## src/alllm_pkg.sv

```systemverilog
package alllm_pkg;

    localparam int TYPE_W   = 2;
    localparam int IDX_W    = 8;
    localparam int ITEM_W   = 32;
    localparam int STATUS_W = 2;
    localparam int COUNT_W  = 8;

    typedef enum logic [TYPE_W-1:0] {
        REQ_INS_AFTER  = 2'd0,
        REQ_INS_BEFORE = 2'd1,
        REQ_INS_FRONT  = 2'd2,
        REQ_DELETE     = 2'd3
    } req_kind_t;

    typedef enum logic [STATUS_W-1:0] {
        ST_OK       = 2'd0,
        ST_BAD_SLOT = 2'd1,
        ST_FULL     = 2'd2
    } status_t;

    typedef enum logic [2:0] {
        S_CLEAR,
        S_IDLE,
        S_LOOK,
        S_STEP2,
        S_STEP3,
        S_FIN
    } ctrl_state_t;

    // per-field write enables of the link store
    typedef struct packed {
        logic next_we;
        logic prev_we;
        logic used_we;
        logic value_we;
    } link_we_t;

    typedef struct packed {
        status_t            status;
        logic [IDX_W-1:0]   used_slot;
        logic [IDX_W-1:0]   head_slot;
        logic [IDX_W-1:0]   tail_slot;
        logic [COUNT_W-1:0] element_count;
    } result_t;

endpackage

```

## src/alllm_link_ram.sv

```systemverilog
module alllm_link_ram #(
    parameter int SLOT_COUNT  = 256,
    parameter int VALUE_WIDTH = 32,
    localparam int AW         = $clog2(SLOT_COUNT)
) (
    input  logic                   clk,
    input  alllm_pkg::link_we_t    we,
    input  logic [AW-1:0]          wr_addr,
    input  logic [AW-1:0]          wr_next,
    input  logic [AW-1:0]          wr_prev,
    input  logic                   wr_used,
    input  logic [VALUE_WIDTH-1:0] wr_value,
    input  logic                   rd_en,
    input  logic [AW-1:0]          rd_addr,
    output logic [AW-1:0]          rd_next,
    output logic [AW-1:0]          rd_prev,
    output logic                   rd_used
);
    import alllm_pkg::*;

    logic [AW-1:0]          next_mem  [SLOT_COUNT];
    logic [AW-1:0]          prev_mem  [SLOT_COUNT];
    logic                   used_mem  [SLOT_COUNT];
    logic [VALUE_WIDTH-1:0] value_mem [SLOT_COUNT];

    logic [AW-1:0] rd_next_reg;
    logic [AW-1:0] rd_prev_reg;
    logic          rd_used_reg;

    // one write port with field enables, one registered read port
    always_ff @(posedge clk)
    begin
        if (we.next_we)
        begin
            next_mem[wr_addr] <= wr_next;
        end
        if (we.prev_we)
        begin
            prev_mem[wr_addr] <= wr_prev;
        end
        if (we.used_we)
        begin
            used_mem[wr_addr] <= wr_used;
        end
        if (we.value_we)
        begin
            value_mem[wr_addr] <= wr_value;
        end
    end

    always_ff @(posedge clk)
    begin
        if (rd_en)
        begin
            rd_next_reg <= next_mem[rd_addr];
            rd_prev_reg <= prev_mem[rd_addr];
            rd_used_reg <= used_mem[rd_addr];
        end
    end

    assign rd_next = rd_next_reg;
    assign rd_prev = rd_prev_reg;
    assign rd_used = rd_used_reg;

endmodule

```

## config.mk

```make
export PLATFORM = sky130hd
export DESIGN_NAME = alllm_link_ram
export DESIGN_NICKNAME = d
export VERILOG_FILES = /design/src/alllm_pkg.sv /design/src/alllm_link_ram.sv
export SDC_FILE = /design/constraint.sdc
export NUM_CORES = 2
export LEC_CHECK = 0
export BUFFER_PORTS_ARGS = -buffer_cell sky130_fd_sc_hd__buf_2
export CAP_MARGIN = 20
export CORE_ASPECT_RATIO = 0.6
export CORE_UTILIZATION = 63
export CTS_BUF_LIST = sky130_fd_sc_hd__clkbuf_16
export CTS_CLUSTER_DIAMETER = 30
export DETAILED_ROUTE_END_ITERATION = 8
export PLACE_DENSITY_LB_ADDON = 0.15
export SKIP_CTS_REPAIR_TIMING = 1
export SYNTH_ARGS = -nofsm -noshare
export SYNTH_HDL_FRONTEND = slang
export SYNTH_MEMORY_MAX_BITS = 65536
export SYNTH_SLANG_ARGS = --single-unit
```

## constraint.sdc

```tcl
create_clock -name clk -period 3.17 [get_ports clk]
set_input_delay 0.1585 -clock clk [delete_from_list [all_inputs] [get_ports clk]]
set_output_delay 0.1585 -clock clk [all_outputs]
set_load 0.02 [all_outputs]
```

# Word-level counts from Yosys, hierarchy flattened
# Memory sizes are Yosys's and may differ from the RTL's. A register that Yosys moved wholly into a read port is not among the register bits.
# Cells that the tools add are included.
[word_totals]
reg_bits = 0
ramBits = 4352
inputBits = 71
memories = 3
[mem_list]
columns = ["name", "depth", "word_bits", "rd", "rd_clocked_by_memory_dff", "wr", "line_no", "rtl"]
rows = [
  ["next_mem", 256, 8, 1, 1, 1, "alllm_link_ram.sv:21", "logic [AW-1:0] next_mem [SLOT_COUNT];"],
  ["prev_mem", 256, 8, 1, 1, 1, "alllm_link_ram.sv:22", "logic [AW-1:0] prev_mem [SLOT_COUNT];"],
  ["used_mem", 256, 1, 1, 1, 1, "alllm_link_ram.sv:23", "logic used_mem [SLOT_COUNT];"],
]
[op_classes]
muxes = 6
[ops]
columns = ["cell", "count"]
rows = [
  ["two-way mux 1 bit", 6],
]

# Longest topological paths before layout
[depth]
depth_word = 2
depth_mapped = 12

# Least setup slack after synthesis
# No wires, ideal clock.
[synth_path]
path_kind = "in2reg"
from = "input rd_addr[1]"
to = "register rd_next_reg[6], in the netlist rd_next[6] (read register of next_mem) (data pin)"
setup_time_ns = 0.267
arrival_ns = 2.113
required_ns = 2.903
setup_slack_ns = 0.790
stages = 10
path_cell_list = "buf_4 buf_2 buf_2 clkbuf_1 mux4_2 mux2_2 a221oi_1 o31ai_1 o32ai_1 nor4_1"
[synth_lines]
columns = ["item", "line_no", "rtl"]
rows = [
  ["start, declared", "alllm_link_ram.sv:14", "input logic [AW-1:0] rd_addr,"],
  ["end, declared", "alllm_link_ram.sv:26", "logic [AW-1:0] rd_next_reg;"],
]

==> flow_metrics.py <==
metrics = {
    "sta": {
        "skew_ps": 54.7,
        "min_period_ps": 2880,
        "rsz0062_at_grt": "no",
        "worst_pin_slew_ps": 1130,
        "fmax_ghz": 0.348,
        "final-setup-viol-count": 0,
        "setup-tns-final_ps": 0,
        "relSlewSlack": 0.245,
        "finalWorstSetupSlack_ps": 294,
        "slew_viol_final": 0,
        "fin_crit_sh": 0.907,
        "hold_viol": 0,
    },
    "yosys": {
        "ys_seq_area_frac": 0.770,
        "synth_cells": 8432,
        "async_flop_share": 0,
        "synth_mux_area_frac": 0.152,
        "yosys_warnings": 0,
        "synthAdderAreaFrac": 0,
        "ys.flop_type": "edfxtp_1",
        "syn_area_um2": 170000,
        "syn_nets": 8503,
        "synth_area_leader_cell": "edfxtp_1",
        "ys_ff_latch": 4369,
        "synth_top_family_by_area": "multiplexers",
        "synth_compound_area_frac": 0.0375,
        "synthTopCellsByArea": "edfxtp_1 (77%), mux4_2 (11%), mux2i_1 (4.2%)",
        "netlist.area_leader.share": 0.770,
        "avgSynthCellArea_um2": 20.2,
        "synth_edf_count": 4369,
        "synth_xor_area_frac": 0,
        "synth_cell_type_count": 38,
        "synth-simple-area-share": 0.0239,
    },
    "global_routing": {
        "grt_max_degree": 125,
        "grt_usage": 0.336,
        "antenna_found_initial": 45,
        "grt_pass1_wl_um": 649000,
        "overflow": 0,
        "grt_pass1_vias": 90200,
    },
    "power": {
        "finalPower_uw": 133000,
        "ir_worst_vdd_v": 0.000590,
        "power_density_nw_per_um2": 671,
        "p_leak_uw": 0.0651,
    },
    "routing": {
        "ant_nets": 0,
        "wl_um": 458000,
        "drt_iter0_drc": 15100,
        "firstDrtPassIters": 6,
        "viasPerCell": 6.96,
        "dr_total_vias": 93100,
        "drc": 0,
        "wl_per_cell_um": 34.3,
    },
    "setup_path": {
        "critPathRequiredTime_ps": 3800,
        "cpMostUsedCell": "mux4_2",
        "crit_path_cell_trace": "mux4_2 -> mux4_2 -> a22o_1 -> o32ai_1 -> buf_4 -> nor4_1",
        "critical_path_class": "reg -> reg",
        "cp_num_buf_inv": 1,
        "cp_top_family": "multiplexers",
        "end_kind": "flip-flop",
        "cp_slowest_stage_delay_ps": 540,
        "critical_path_peak_fanout": 1,
        "slowest_stage": "mux4_2",
        "arrival_ps": 3500,
        "start_kind": "flip-flop",
    },
    "layout": {
        "fin_nets": 9400,
        "area_delta_synth_final_pct": 16.7,
        "drive_above_1_share": 0.271,
        "final_area_um2": 199000,
        "top_regs": "next_mem x2048, prev_mem x2048, used_mem x256",
        "multi_input_area_um2": 36500,
        "num-fill-cells": 14700,
        "instances_no_fill": 13400,
        "layout_commonest_cell": "edfxtp_1",
        "regArea_um2": 131000,
        "layout_common_cells": "edfxtp_1 (4369), nor2_1 (832), mux4_2 (816), buf_4 (730), mux2i_1 (714)",
    },
    "floorplanning": {
        "io_pins": 88,
        "die_x_um": 674,
        "die_h_um": 405,
        "rows": 147,
        "core_um2": 268000,
        "dieArea_um2": 273000,
        "start_util": 0.635,
    },
    "run_status": {
        "status": "finished, final reports clean",
    },
    "placed_design": {
        "placement.cell_area_um2": 180000,
        "portBuffers": 54,
        "routabilityCongestion": 0.896,
        "pre_cts_ws_ps": -328,
        "dp_hpwl_um": 281000,
        "place_inst": 12300,
    },
    "clock_network": {
        "clk_latency_ps": 910,
        "clk_pin_slew_worst_paths_ps": 60,
        "cts_tree": "yes",
        "numCtsBuffers": 553,
        "clock-sinks": 4369,
        "cts_buffer_depth": 4,
        "cts-htree-levels": 6,
        "cts_root_buffer": "clkbuf_16",
    },
    "flow_run": {
        "max_cap_viol_count": 0,
    },
    "min_path": {
        "min_path_type": "in -> reg",
    },
}
[cell families after synthesis]
logic type | after synthesis
AOI/OAI and AO/OA | 895
buffers and inverters | 566
DFF | 4369
muxes | 1564
and+or+nand+nor | 1038
[power by group]
part	switching (µW)	total (µW)	internal (µW)
clock network	24900	63000	38100
registers	77.3	63800	63700
logic	4240	6530	2300
total	29200	133000	104000
[Yosys cell counts, types with 34 or more instances]
master / n
buf_4: 82
mux2i_1: 714
clkbuf_1: 314
buf_6: 43
nor2_1: 834
o221ai_1: 357
buf_2: 67
o21ai_0: 82
mux2_2: 34
a21oi_1: 170
nor3_1: 41
o22ai_1: 176
mux4_2: 816
nand2_1: 106
edfxtp_1: 4369
buf_1: 51
a22o_1: 34
[through the flow]
stage | utilization | hold slack, ps
6_report | 0.741 | 5.40
3_3_place_gp | 0.671 | 654
5_1_grt | 0.741 | 28.3
3_5_place_dp | 0.671 | 680
4_1_cts | 0.740 | -267
2_1_floorplan | - | 257
[final cells by class]
class                      instances  share of cell area
antenna                           19            0.000239
clock buffer                     576              0.0725
clock inverter                   424              0.0207
inverter                           3            0.000120
multi-input combinational       3497               0.184
sequential                      4369               0.660
tap                             3576              0.0225
timing repair buffer             905              0.0408
[routing by layer]
| layer | part of all wire | vias up | GRT usage |
|---|---|---|---|
| met2 | 0.43 | 7074 | 0.469 |
| li1 | - | 37000 | - |
| met4 | 0.030 | 14 | 0.101 |
| met1 | 0.39 | 48100 | 0.517 |
| met3 | 0.14 | 884 | 0.104 |
| met5 | 0.00018 | - | 0 |
[worst paths after layout]
path,startpoint,to,slack [ps],cells after the start
setup / recovery,prev_mem[50][4],rd_prev[4],290,6
hold / removal,wr_next[3],next_mem[90][3],5,1
setup reg to reg,prev_mem[50][4],rd_prev[4],290,6
hold reg to reg,prev_mem[240][5],rd_prev[5],1230,6
[worst reg2reg max path, stage by stage (launching register included)]
cell,delay (ps)
edfxtp_1,380
mux4_2,540
mux4_2,520
a22o_1,320
o32ai_1,490
buf_4,280
nor4_1,90
(Power assumes the default switching activity.)
