===== src/alllm_pkg.sv =====
package alllm_pkg;

    localparam int TYPE_W   = 2;
    localparam int IDX_W    = 8;
    localparam int ITEM_W   = 32;
    localparam int STATUS_W = 2;
    localparam int COUNT_W  = 8;

    typedef enum logic [TYPE_W-1:0] {
        REQ_INS_AFTER  = 2'd0,
        REQ_INS_BEFORE = 2'd1,
        REQ_INS_FRONT  = 2'd2,
        REQ_DELETE     = 2'd3
    } req_kind_t;

    typedef enum logic [STATUS_W-1:0] {
        ST_OK       = 2'd0,
        ST_BAD_SLOT = 2'd1,
        ST_FULL     = 2'd2
    } status_t;

    typedef enum logic [2:0] {
        S_CLEAR,
        S_IDLE,
        S_LOOK,
        S_STEP2,
        S_STEP3,
        S_FIN
    } ctrl_state_t;

    // per-field write enables of the link store
    typedef struct packed {
        logic next_we;
        logic prev_we;
        logic used_we;
        logic value_we;
    } link_we_t;

    typedef struct packed {
        status_t            status;
        logic [IDX_W-1:0]   used_slot;
        logic [IDX_W-1:0]   head_slot;
        logic [IDX_W-1:0]   tail_slot;
        logic [COUNT_W-1:0] element_count;
    } result_t;

endpackage


===== src/alllm_if.sv =====
interface alllm_req_if;
    logic                               valid;
    logic                               ready;
    logic [alllm_pkg::TYPE_W-1:0]       req_type;
    logic [alllm_pkg::IDX_W-1:0]        slot_index;
    logic signed [alllm_pkg::ITEM_W-1:0] item_value;

    modport source (output valid, req_type, slot_index, item_value, input ready);
    modport sink   (input valid, req_type, slot_index, item_value, output ready);
endinterface



===== src/alllm_ctrl.sv =====
module alllm_ctrl #(
    parameter int SLOT_COUNT  = 256,
    parameter int VALUE_WIDTH = 32,
    localparam int SW         = $clog2(SLOT_COUNT)
) (
    input  logic                   clk,
    input  logic                   rst_n,
    alllm_req_if.sink              req,
    input  logic                   out_free,
    output logic                   res_load,
    output alllm_pkg::result_t     result,
    output alllm_pkg::link_we_t    we,
    output logic [SW-1:0]          wr_addr,
    output logic [SW-1:0]          wr_next,
    output logic [SW-1:0]          wr_prev,
    output logic                   wr_used,
    output logic [VALUE_WIDTH-1:0] wr_value,
    output logic                   rd_en,
    output logic [SW-1:0]          rd_addr,
    input  logic [SW-1:0]          rd_next,
    input  logic [SW-1:0]          rd_prev,
    input  logic                   rd_used
);
    import alllm_pkg::*;

    localparam logic [SW-1:0] SENTINEL  = '0;
    localparam logic [SW-1:0] LAST_SLOT = SW'(SLOT_COUNT - 1);

    ctrl_state_t state_reg, state_next;

    logic [SW-1:0]          clr_reg,   clr_next;
    logic [SW-1:0]          head_reg,  head_next;
    logic [SW-1:0]          tail_reg,  tail_next;
    logic [SW-1:0]          free_reg,  free_next;
    logic [SW-1:0]          count_reg, count_next;

    req_kind_t              kind_reg,  kind_next;
    logic [SW-1:0]          slot_reg,  slot_next;
    logic                   range_reg, range_next;
    logic [VALUE_WIDTH-1:0] value_reg, value_next;
    logic [SW-1:0]          left_reg,  left_next;
    logic [SW-1:0]          right_reg, right_next;
    logic [SW-1:0]          fslot_reg, fslot_next;
    status_t                status_reg, status_next;
    logic [SW-1:0]          used_reg,  used_next;

    logic        accept;
    logic        in_range;
    logic        is_del;
    logic        anchor_ok;
    status_t     look_status;
    logic [SW-1:0] ins_left;
    logic [SW-1:0] ins_right;

    assign accept   = req.valid && req.ready;
    assign in_range = (32'(req.slot_index) < SLOT_COUNT);
    assign is_del   = (kind_reg == REQ_DELETE);

    // anchor check and neighbour choice, valid in S_LOOK once the anchor entry is read
    always_comb
    begin
        anchor_ok = range_reg && ((slot_reg == SENTINEL) ? !is_del : rd_used);
        if (!anchor_ok)
        begin
            look_status = ST_BAD_SLOT;
        end
        else if (!is_del && (free_reg == SENTINEL))
        begin
            look_status = ST_FULL;
        end
        else
        begin
            look_status = ST_OK;
        end

        case (kind_reg)
            REQ_INS_AFTER:
            begin
                ins_left  = slot_reg;
                ins_right = (slot_reg == SENTINEL) ? head_reg : rd_next;
            end
            REQ_INS_BEFORE:
            begin
                ins_left  = (slot_reg == SENTINEL) ? tail_reg : rd_prev;
                ins_right = slot_reg;
            end
            REQ_INS_FRONT:
            begin
                ins_left  = SENTINEL;
                ins_right = head_reg;
            end
            default:
            begin
                ins_left  = rd_prev;
                ins_right = rd_next;
            end
        endcase
    end

    // next state
    always_comb
    begin
        state_next = state_reg;
        case (state_reg)
            S_CLEAR:
            begin
                if (clr_reg == LAST_SLOT)
                begin
                    state_next = S_IDLE;
                end
            end
            S_IDLE:
            begin
                if (accept)
                begin
                    state_next = S_LOOK;
                end
            end
            S_LOOK:
            begin
                state_next = (look_status == ST_OK) ? S_STEP2 : S_FIN;
            end
            S_STEP2:
            begin
                state_next = S_STEP3;
            end
            S_STEP3:
            begin
                state_next = S_FIN;
            end
            S_FIN:
            begin
                if (out_free)
                begin
                    state_next = accept ? S_LOOK : S_IDLE;
                end
            end
            default:
            begin
                state_next = S_IDLE;
            end
        endcase
    end

    // outputs: handshake and memory port control
    always_comb
    begin
        req.ready = 1'b0;
        res_load  = 1'b0;
        rd_en     = 1'b0;
        rd_addr   = SW'(req.slot_index);
        we        = '0;
        wr_addr   = slot_reg;
        wr_next   = '0;
        wr_prev   = '0;
        wr_used   = 1'b0;
        wr_value  = value_reg;

        case (state_reg)
            S_CLEAR:
            begin
                we.next_we = 1'b1;
                we.prev_we = 1'b1;
                we.used_we = 1'b1;
                wr_addr    = clr_reg;
                wr_next    = ((clr_reg == SENTINEL) || (clr_reg == LAST_SLOT))
                             ? SENTINEL : clr_reg + SW'(1);
            end
            S_IDLE:
            begin
                req.ready = 1'b1;
                rd_en     = req.valid && in_range;
            end
            S_LOOK:
            begin
                if (look_status == ST_OK)
                begin
                    if (is_del)
                    begin
                        // freed slot goes to the front of the free chain
                        we.next_we = 1'b1;
                        we.prev_we = 1'b1;
                        we.used_we = 1'b1;
                        wr_addr    = slot_reg;
                        wr_next    = free_reg;
                    end
                    else
                    begin
                        rd_en   = 1'b1;
                        rd_addr = free_reg;
                        if (ins_left != SENTINEL)
                        begin
                            we.next_we = 1'b1;
                            wr_addr    = ins_left;
                            wr_next    = free_reg;
                        end
                    end
                end
            end
            S_STEP2:
            begin
                if (is_del)
                begin
                    if (left_reg != SENTINEL)
                    begin
                        we.next_we = 1'b1;
                        wr_addr    = left_reg;
                        wr_next    = right_reg;
                    end
                end
                else
                begin
                    we.next_we  = 1'b1;
                    we.prev_we  = 1'b1;
                    we.used_we  = 1'b1;
                    we.value_we = 1'b1;
                    wr_addr     = fslot_reg;
                    wr_next     = right_reg;
                    wr_prev     = left_reg;
                    wr_used     = 1'b1;
                end
            end
            S_STEP3:
            begin
                if (right_reg != SENTINEL)
                begin
                    we.prev_we = 1'b1;
                    wr_addr    = right_reg;
                    wr_prev    = is_del ? left_reg : fslot_reg;
                end
            end
            S_FIN:
            begin
                req.ready = out_free;
                res_load  = out_free;
                rd_en     = out_free && req.valid && in_range;
            end
            default:
            begin
                req.ready = 1'b0;
            end
        endcase
    end

    // list registers and request payload
    always_comb
    begin
        clr_next    = clr_reg;
        head_next   = head_reg;
        tail_next   = tail_reg;
        free_next   = free_reg;
        count_next  = count_reg;
        kind_next   = kind_reg;
        slot_next   = slot_reg;
        range_next  = range_reg;
        value_next  = value_reg;
        left_next   = left_reg;
        right_next  = right_reg;
        fslot_next  = fslot_reg;
        status_next = status_reg;
        used_next   = used_reg;

        if (accept)
        begin
            kind_next  = req_kind_t'(req.req_type);
            slot_next  = SW'(req.slot_index);
            range_next = in_range;
            value_next = VALUE_WIDTH'($unsigned(req.item_value));
        end

        case (state_reg)
            S_CLEAR:
            begin
                clr_next = clr_reg + SW'(1);
            end
            S_LOOK:
            begin
                status_next = look_status;
                used_next   = SENTINEL;
                left_next   = ins_left;
                right_next  = ins_right;
                if (look_status == ST_OK)
                begin
                    if (is_del)
                    begin
                        free_next  = slot_reg;
                        count_next = count_reg - SW'(1);
                        used_next  = slot_reg;
                    end
                    else
                    begin
                        fslot_next = free_reg;
                        used_next  = free_reg;
                        if (ins_left == SENTINEL)
                        begin
                            head_next = free_reg;
                        end
                    end
                end
            end
            S_STEP2:
            begin
                if (is_del)
                begin
                    if (left_reg == SENTINEL)
                    begin
                        head_next = right_reg;
                    end
                end
                else
                begin
                    // read of the taken slot was issued in S_LOOK
                    free_next = rd_next;
                end
            end
            S_STEP3:
            begin
                if (right_reg == SENTINEL)
                begin
                    tail_next = is_del ? left_reg : fslot_reg;
                end
                if (!is_del)
                begin
                    count_next = count_reg + SW'(1);
                end
            end
            default:
            begin
                clr_next = clr_reg;
            end
        endcase
    end

    always_ff @(posedge clk or negedge rst_n)
    begin
        if (!rst_n)
        begin
            state_reg <= S_CLEAR;
            clr_reg   <= '0;
            head_reg  <= '0;
            tail_reg  <= '0;
            free_reg  <= SW'(1);
            count_reg <= '0;
        end
        else
        begin
            state_reg <= state_next;
            clr_reg   <= clr_next;
            head_reg  <= head_next;
            tail_reg  <= tail_next;
            free_reg  <= free_next;
            count_reg <= count_next;
        end
    end

    always_ff @(posedge clk)
    begin
        kind_reg   <= kind_next;
        slot_reg   <= slot_next;
        range_reg  <= range_next;
        value_reg  <= value_next;
        left_reg   <= left_next;
        right_reg  <= right_next;
        fslot_reg  <= fslot_next;
        status_reg <= status_next;
        used_reg   <= used_next;
    end

    assign result.status        = status_reg;
    assign result.used_slot     = IDX_W'(used_reg);
    assign result.head_slot     = IDX_W'(head_reg);
    assign result.tail_slot     = IDX_W'(tail_reg);
    assign result.element_count = COUNT_W'(count_reg);

endmodule


===== src/flat_wrapper.sv =====
// flat-port wrapper written by rule: the top's interface ports become plain ports
module alllm_ctrl_flat import alllm_pkg::*;
#(
    parameter int SLOT_COUNT  = 256,
    parameter int VALUE_WIDTH = 32,
    localparam int SW         = $clog2(SLOT_COUNT)
)
  (clk, rst_n, out_free, res_load, result, we, wr_addr, wr_next, wr_prev, wr_used, wr_value, rd_en, rd_addr, rd_next, rd_prev, rd_used, req_valid, req_req_type, req_slot_index, req_item_value, req_ready);
  alllm_req_if req_i ();
  input  logic clk;
  input  logic rst_n;
  input  logic out_free;
  output logic res_load;
  output alllm_pkg::result_t result;
  output alllm_pkg::link_we_t we;
  output logic [SW-1:0] wr_addr;
  output logic [SW-1:0] wr_next;
  output logic [SW-1:0] wr_prev;
  output logic wr_used;
  output logic [VALUE_WIDTH-1:0] wr_value;
  output logic rd_en;
  output logic [SW-1:0] rd_addr;
  input  logic [SW-1:0] rd_next;
  input  logic [SW-1:0] rd_prev;
  input  logic rd_used;
  input wire logic [$bits(req_i.valid)-1:0] req_valid;
  input wire logic [$bits(req_i.req_type)-1:0] req_req_type;
  input wire logic [$bits(req_i.slot_index)-1:0] req_slot_index;
  input wire logic [$bits(req_i.item_value)-1:0] req_item_value;
  output wire logic [$bits(req_i.ready)-1:0] req_ready;
  assign req_i.valid = req_valid;
  assign req_i.req_type = req_req_type;
  assign req_i.slot_index = req_slot_index;
  assign req_i.item_value = req_item_value;
  assign req_ready = req_i.ready;
  alllm_ctrl #(.SLOT_COUNT(SLOT_COUNT), .VALUE_WIDTH(VALUE_WIDTH)) u_core (.clk(clk), .rst_n(rst_n), .req(req_i), .out_free(out_free), .res_load(res_load), .result(result), .we(we), .wr_addr(wr_addr), .wr_next(wr_next), .wr_prev(wr_prev), .wr_used(wr_used), .wr_value(wr_value), .rd_en(rd_en), .rd_addr(rd_addr), .rd_next(rd_next), .rd_prev(rd_prev), .rd_used(rd_used));
endmodule

===== config.mk =====
export PLATFORM = sky130hd
export DESIGN_NAME = alllm_ctrl_flat
export DESIGN_NICKNAME = d
export VERILOG_FILES = /design/src/alllm_pkg.sv /design/src/alllm_if.sv /design/src/alllm_ctrl.sv /design/src/flat_wrapper.sv
export SDC_FILE = /design/constraint.sdc
export NUM_CORES = 1
export LEC_CHECK = 0
export BUFFER_PORTS_ARGS = -buffer_cell sky130_fd_sc_hd__buf_2
export CAP_MARGIN = 20
export CORE_ASPECT_RATIO = 2
export CORE_MARGIN = 1
export CORE_UTILIZATION = 41
export DETAILED_ROUTE_END_ITERATION = 8
export PLACE_DENSITY = 0.76
export SLEW_MARGIN = 25
export SYNTH_ARGS = -nofsm -noshare
export SYNTH_HDL_FRONTEND = slang
export SYNTH_SLANG_ARGS = --single-unit

===== constraint.sdc =====
create_clock -name clk -period 4 [get_ports clk]
set_input_delay 0.4 -clock clk [delete_from_list [all_inputs] [get_ports clk]]
set_output_delay 0.4 -clock clk [all_outputs]
set_load 0.1 [all_outputs]

# [Word-level counts from Yosys, hierarchy flattened]
# Index checks and enable logic that the tools add are counted.
[totals] ff_bits=119 out_inout_bits=106 wordCells=129
[op_classes] n_addsub=3 n_eq_ne=20 muxes=66 n_bitwise=1 n_reduce_logical=25
[op_table] cell="8-bit 2-to-1 mux" n=31
[op_table] cell="8-bit case mux with 3 select lines" n=3
[op_table] cell="8-bit case mux with 2 select lines" n=4
[op_table] cell="8-bit logical NOT" n=6
[op_table] cell="8-bit case mux with 4 select lines" n=1
[op_table] cell="8-bit nonzero test" n=3
[op_table] cell="3-bit 2-to-1 mux" n=6
[op_table] cell="3-bit case mux with 6 select lines" n=1
[op_table] cell="8-bit by 1-bit adder with 8-bit output, second input constant" n=2
[op_table] cell="2-bit by 1-bit inequality test with 1-bit output, second input constant" n=7
[op_table] cell="1-bit 2-to-1 mux" n=11
[op_table] cell="1-bit case mux with 3 select lines" n=3
[op_table] cell="3-bit AND reduction" n=3
[op_table] cell="8-bit == test, second input constant" n=1
[op_table] cell="2-bit 2-to-1 mux" n=4
[op_table] cell="2-bit inequality test, second input constant" n=4
[op_table] cell="8-bit by 1-bit subtractor with 8-bit output, second input constant" n=1
[op_table] cell="3-bit by 2-bit == test with 1-bit output, second input constant" n=2
[op_table] cell="3-bit == test, second input constant" n=2
[op_table] cell="6-bit AND reduction" n=1
[op_table] cell="2-bit == test, second input constant" n=2
[op_table] cell="2-bit logical NOT" n=2
[op_table] cell="1-bit case mux with 4 select lines" n=1
[op_table] cell="4-bit AND reduction" n=1
[op_table] cell="10 further kinds" n=13

# [Longest topological paths before layout]
[depth] word_depth=8 depth_mapped=11 depth_no_buf=9

# [Least setup slack after synthesis]
# OpenSTA, ideal clock, no wires.
[synth_timing] path_kind="reg-to-output" startpoint="register u_core.slot_reg[6]" endpoint="output port wr_addr[0]" arrival_ps=4544 t_required_ps=3600 setup_slack_ps=-944 path_stages_with_launch=10 path_buffers=2 cell_sequence="edfxtp_1 buf_6 or4_4 o31a_1 a221o_1 nor4_1 and3_1 buf_4 o21bai_1 a21boi_0"
[synth_via] elab_chain_cells=8
[synth_rtl] element="start: declaration" line_no="alllm_ctrl.sv:38" rtl="logic [SW-1:0] slot_reg, slot_next;"
[synth_rtl] element="start signal: assignment" line_no="alllm_ctrl.sv:359" rtl="slot_reg <= slot_next;"
[synth_rtl] element="8-bit logical NOT" line_no="alllm_ctrl.sv:84" rtl="ins_left = (slot_reg == SENTINEL) ? tail_reg : rd_prev;"
[synth_rtl] element="8-bit 2-to-1 mux" line_no="alllm_ctrl.sv:84"
[synth_rtl] element="8-bit case mux with 3 select lines" line_no="alllm_ctrl.sv:76" rtl="case (kind_reg)"
[synth_rtl] element="net u_core.ins_left[2]" line_no="alllm_ctrl.sv:52" rtl="logic [SW-1:0] ins_left;"
[synth_rtl] element="8-bit nonzero test" line_no="alllm_ctrl.sv:191" rtl="if (ins_left != SENTINEL)"
[synth_rtl] element="8-bit 2-to-1 mux" line_no="alllm_ctrl.sv:191"
[synth_rtl] element="8-bit 2-to-1 mux" line_no="alllm_ctrl.sv:178" rtl="if (is_del)"
[synth_rtl] element="8-bit 2-to-1 mux" line_no="alllm_ctrl.sv:176" rtl="if (look_status == ST_OK)"
[synth_rtl] element="8-bit case mux with 4 select lines" line_no="alllm_ctrl.sv:159" rtl="case (state_reg)"
[synth_rtl] element="end: declaration" line_no="flat_wrapper.sv:16" rtl="output logic [SW-1:0] wr_addr;"
# The timed path passes the listed nets, and every way through them passes these cells.

# [Worst setup path after layout]
[layout_timing] startpoint="register u_core.slot_reg[2]" endpoint="output port wr_addr[7]"
# Same word-level chain as after synthesis.

==> impl_metrics.yaml <==
status:
  status: "complete, no violations"
layout:
  drive_gt1_frac: 0.323
  regArea_um2: 3360
  multi_input_area_um2: 2880
  nFillCells: 1371
  n_antenna_cell: 0
  layout.cells.non_filler: 1040
  layout.nets: 901
  largest_reg_flops: 32
  area_growth_pct: 31.2
clock_tree:
  clk_pin_slew_ns: 0.06
  cts_tree: "built"
  cts_buffer_depth: 2
  htreeDepth: 4
  cts_root_buf: "clkbuf_16"
  clock_sinks: 119
  holdBufCountCts: 0
  cts_buffers: 17
  clkLatencyLatePin_ns: 0.42
place:
  finalWeightedCongestion: 1.05
  port_buffers: 168
  dp_cells: 1004
  place_hpwl_mm: 16.7
synth:
  synthTopCellsByArea: "edfxtp_1, dfrtp_1, nand2_1, nor2_1, a21oi_1"
  synth_seq_area_share: 0.524
  synth.most_common_cell: "nand2_1"
  synth_edf_count: 76
  async_flop_share: 0.361
  synthFlopType: "edfxtp_1"
  ys_seq_elements: 119
  postSynthAreaPerCell_um2: 9.83
  synthCells: 652
  syn-num-nets: 724
  syn_area_um2: 6410
  synth_largest_area_cell: "edfxtp_1"
  yosys.area.top_type_share: 0.356
  synth.distinct_cells: 64
  synth_commonest_cells: "nand2_1, edfxtp_1, nor2_1"
  yosysWarnings: 0
global_route:
  globalRouteOverflowTotal: 0
  grt_max_degree: 44
  antenna_found_initial: 0
  grt_use_total: 0.280
  grt_pass1_wl_mm: 33.2
  grt_pass1_vias: 6066
detailed_routing:
  vias_per_cell: 5.78
  drt-pass1-iter-count: 5
  via_count: 6015
  post_drt_wl_per_cell_um: 21.4
  routed_wl_mm: 22.2
  drt_iter0_drc: 595
  drc_errors: 0
  ant_nets: 0
sta:
  hold_viol: 0
  tightest_slew_ns: 0.813
  finalClockSkew_ns: 0.00671
  fmax_ghz: 0.257
  maxSlewHeadroom: 0.443
  setup_viol: 0
  rsz0062_at_grt: "false"
  maxSlewViolCount: 0
  finalCritPeriodShare: 0.974
  min_period_ns: 3.90
die:
  die_area_um2: 16200
  dieWidth_um: 90.4
  core-area_um2: 15300
  start_util: 0.419
  rows: 64
  chipHeight_um: 179
  ios: 169
worst_setup_path:
  cp-start-kind: "flop"
  cp_data_required_time_ns: 3.60
  rrSetupSlack_ns: 0.74
  r2r_end: "u_core.head_reg[1]$_DFFE_PN0P_"
  rr_startpoint: "u_core.slot_reg[2]$_DFFE_PP_"
  crit_end: "wr_addr[7]"
  cp_max_fo: 7
  crit_type: "reg2out"
  end_kind: "output pin"
  crit_start: "u_core.slot_reg[2]$_DFFE_PP_"
  r2r.worst_path.cells: 9
  arrival_ns: 3.50
min_path:
  hold_class: "in2async"
run:
  maxCapViolations: 0
-- worst max-delay path, stage by stage (launching register included) --
cell	delay [ns]
edfxtp_1	0.39
or4_4	0.57
o31a_1	0.40
a221o_1	0.43
nor4_2	0.26
and3_4	0.24
buf_6	0.12
nor3_4	0.06
o211ai_1	0.33
clkbuf_16	0.27
-- layout by cell type (no fill, tap or decap), drive strengths merged, types with 10 or more instances in the layout --
| master | instances |
|---|---|
| a221o | 12 |
| mux2 | 18 |
| a21oi | 48 |
| clkbuf | 25 |
| o22ai | 22 |
| inv | 10 |
| buf | 197 |
| nand2 | 120 |
| xnor2 | 13 |
| edfxtp | 76 |
| nor2 | 76 |
| dfrtp | 42 |
| a31oi | 10 |
| o21ai | 29 |
-- timing repair --
action                     CTS  global route
resized for setup            1            19
setup endpoints to repair    1            17
pin swaps                    0             4
buffers inserted             0             4
-- worst min path at each step --
| stage | from | endpoint | cells past startpoint |
|---|---|---|---|
| 2_1_floorplan | rst_n | u_core.clr_reg[0]$_DFFE_PN0P_ | 0 |
| 3_3_place_gp | u_core.count_reg[7]$_DFFE_PN0P_ | u_core.count_reg[7]$_DFFE_PN0P_ | 1 |
| 3_5_place_dp | u_core.count_reg[7]$_DFFE_PN0P_ | u_core.count_reg[7]$_DFFE_PN0P_ | 1 |
| 4_1_cts | rst_n | u_core.clr_reg[0]$_DFFE_PN0P_ | 2 |
| 5_1_grt | rst_n | u_core.clr_reg[0]$_DFFE_PN0P_ | 2 |
| 6_report | rst_n | u_core.clr_reg[0]$_DFFE_PN0P_ | 2 |
-- metal layers --
layer,track usage,wire [um]
met5,0,0
met4,0.222,1570
met3,0.0717,1770
met2,0.507,11600
met1,0.267,7280
-- logic make-up after synthesis --
family	after synthesis	share of synthesized area
AO/OA/AOI/OAI	168	0.174
XOR/XNOR	21	0.0287
adder cells (fa/ha/maj)	9	0.0187
buffers and inverters	57	0.0363
flip-flops	119	0.524
multiplexers	24	0.0457
AND/OR/NAND/NOR	254	0.172
-- per-stage QoR --
| stage | setup slack, ns | setup TNS (ns) | cell area (um^2) | utilization | hold slack, ns |
|---|---|---|---|---|---|
| floorplan | -0.235 | -0.451 | 6450 | - | 0.104 |
| global placement | 0.461 | 0 | 7760 | 0.508 | 0.452 |
| detailed placement | 0.438 | 0 | 7760 | 0.508 | 0.463 |
| CTS | 0.0326 | 0 | 8320 | 0.544 | 0.0885 |
| global route | 0.00629 | 0 | 8400 | 0.549 | 0.128 |
| finish | 0.104 | 0 | 8400 | 0.549 | 0.0737 |
-- area by class of cell --
| cell class | instances | share of cell area |
|---|---|---|
| clock inverter | 13 | 0.0128 |
| sequential | 119 | 0.400 |
| inverter | 12 | 0.00536 |
| tap | 198 | 0.0295 |
| multi-input combinational | 476 | 0.343 |
| timing repair buffer | 203 | 0.157 |
| clock buffer | 19 | 0.0527 |
Power is not shown: default switching activity piles up to over one toggle a cycle in this logic, so the estimate is an artifact.
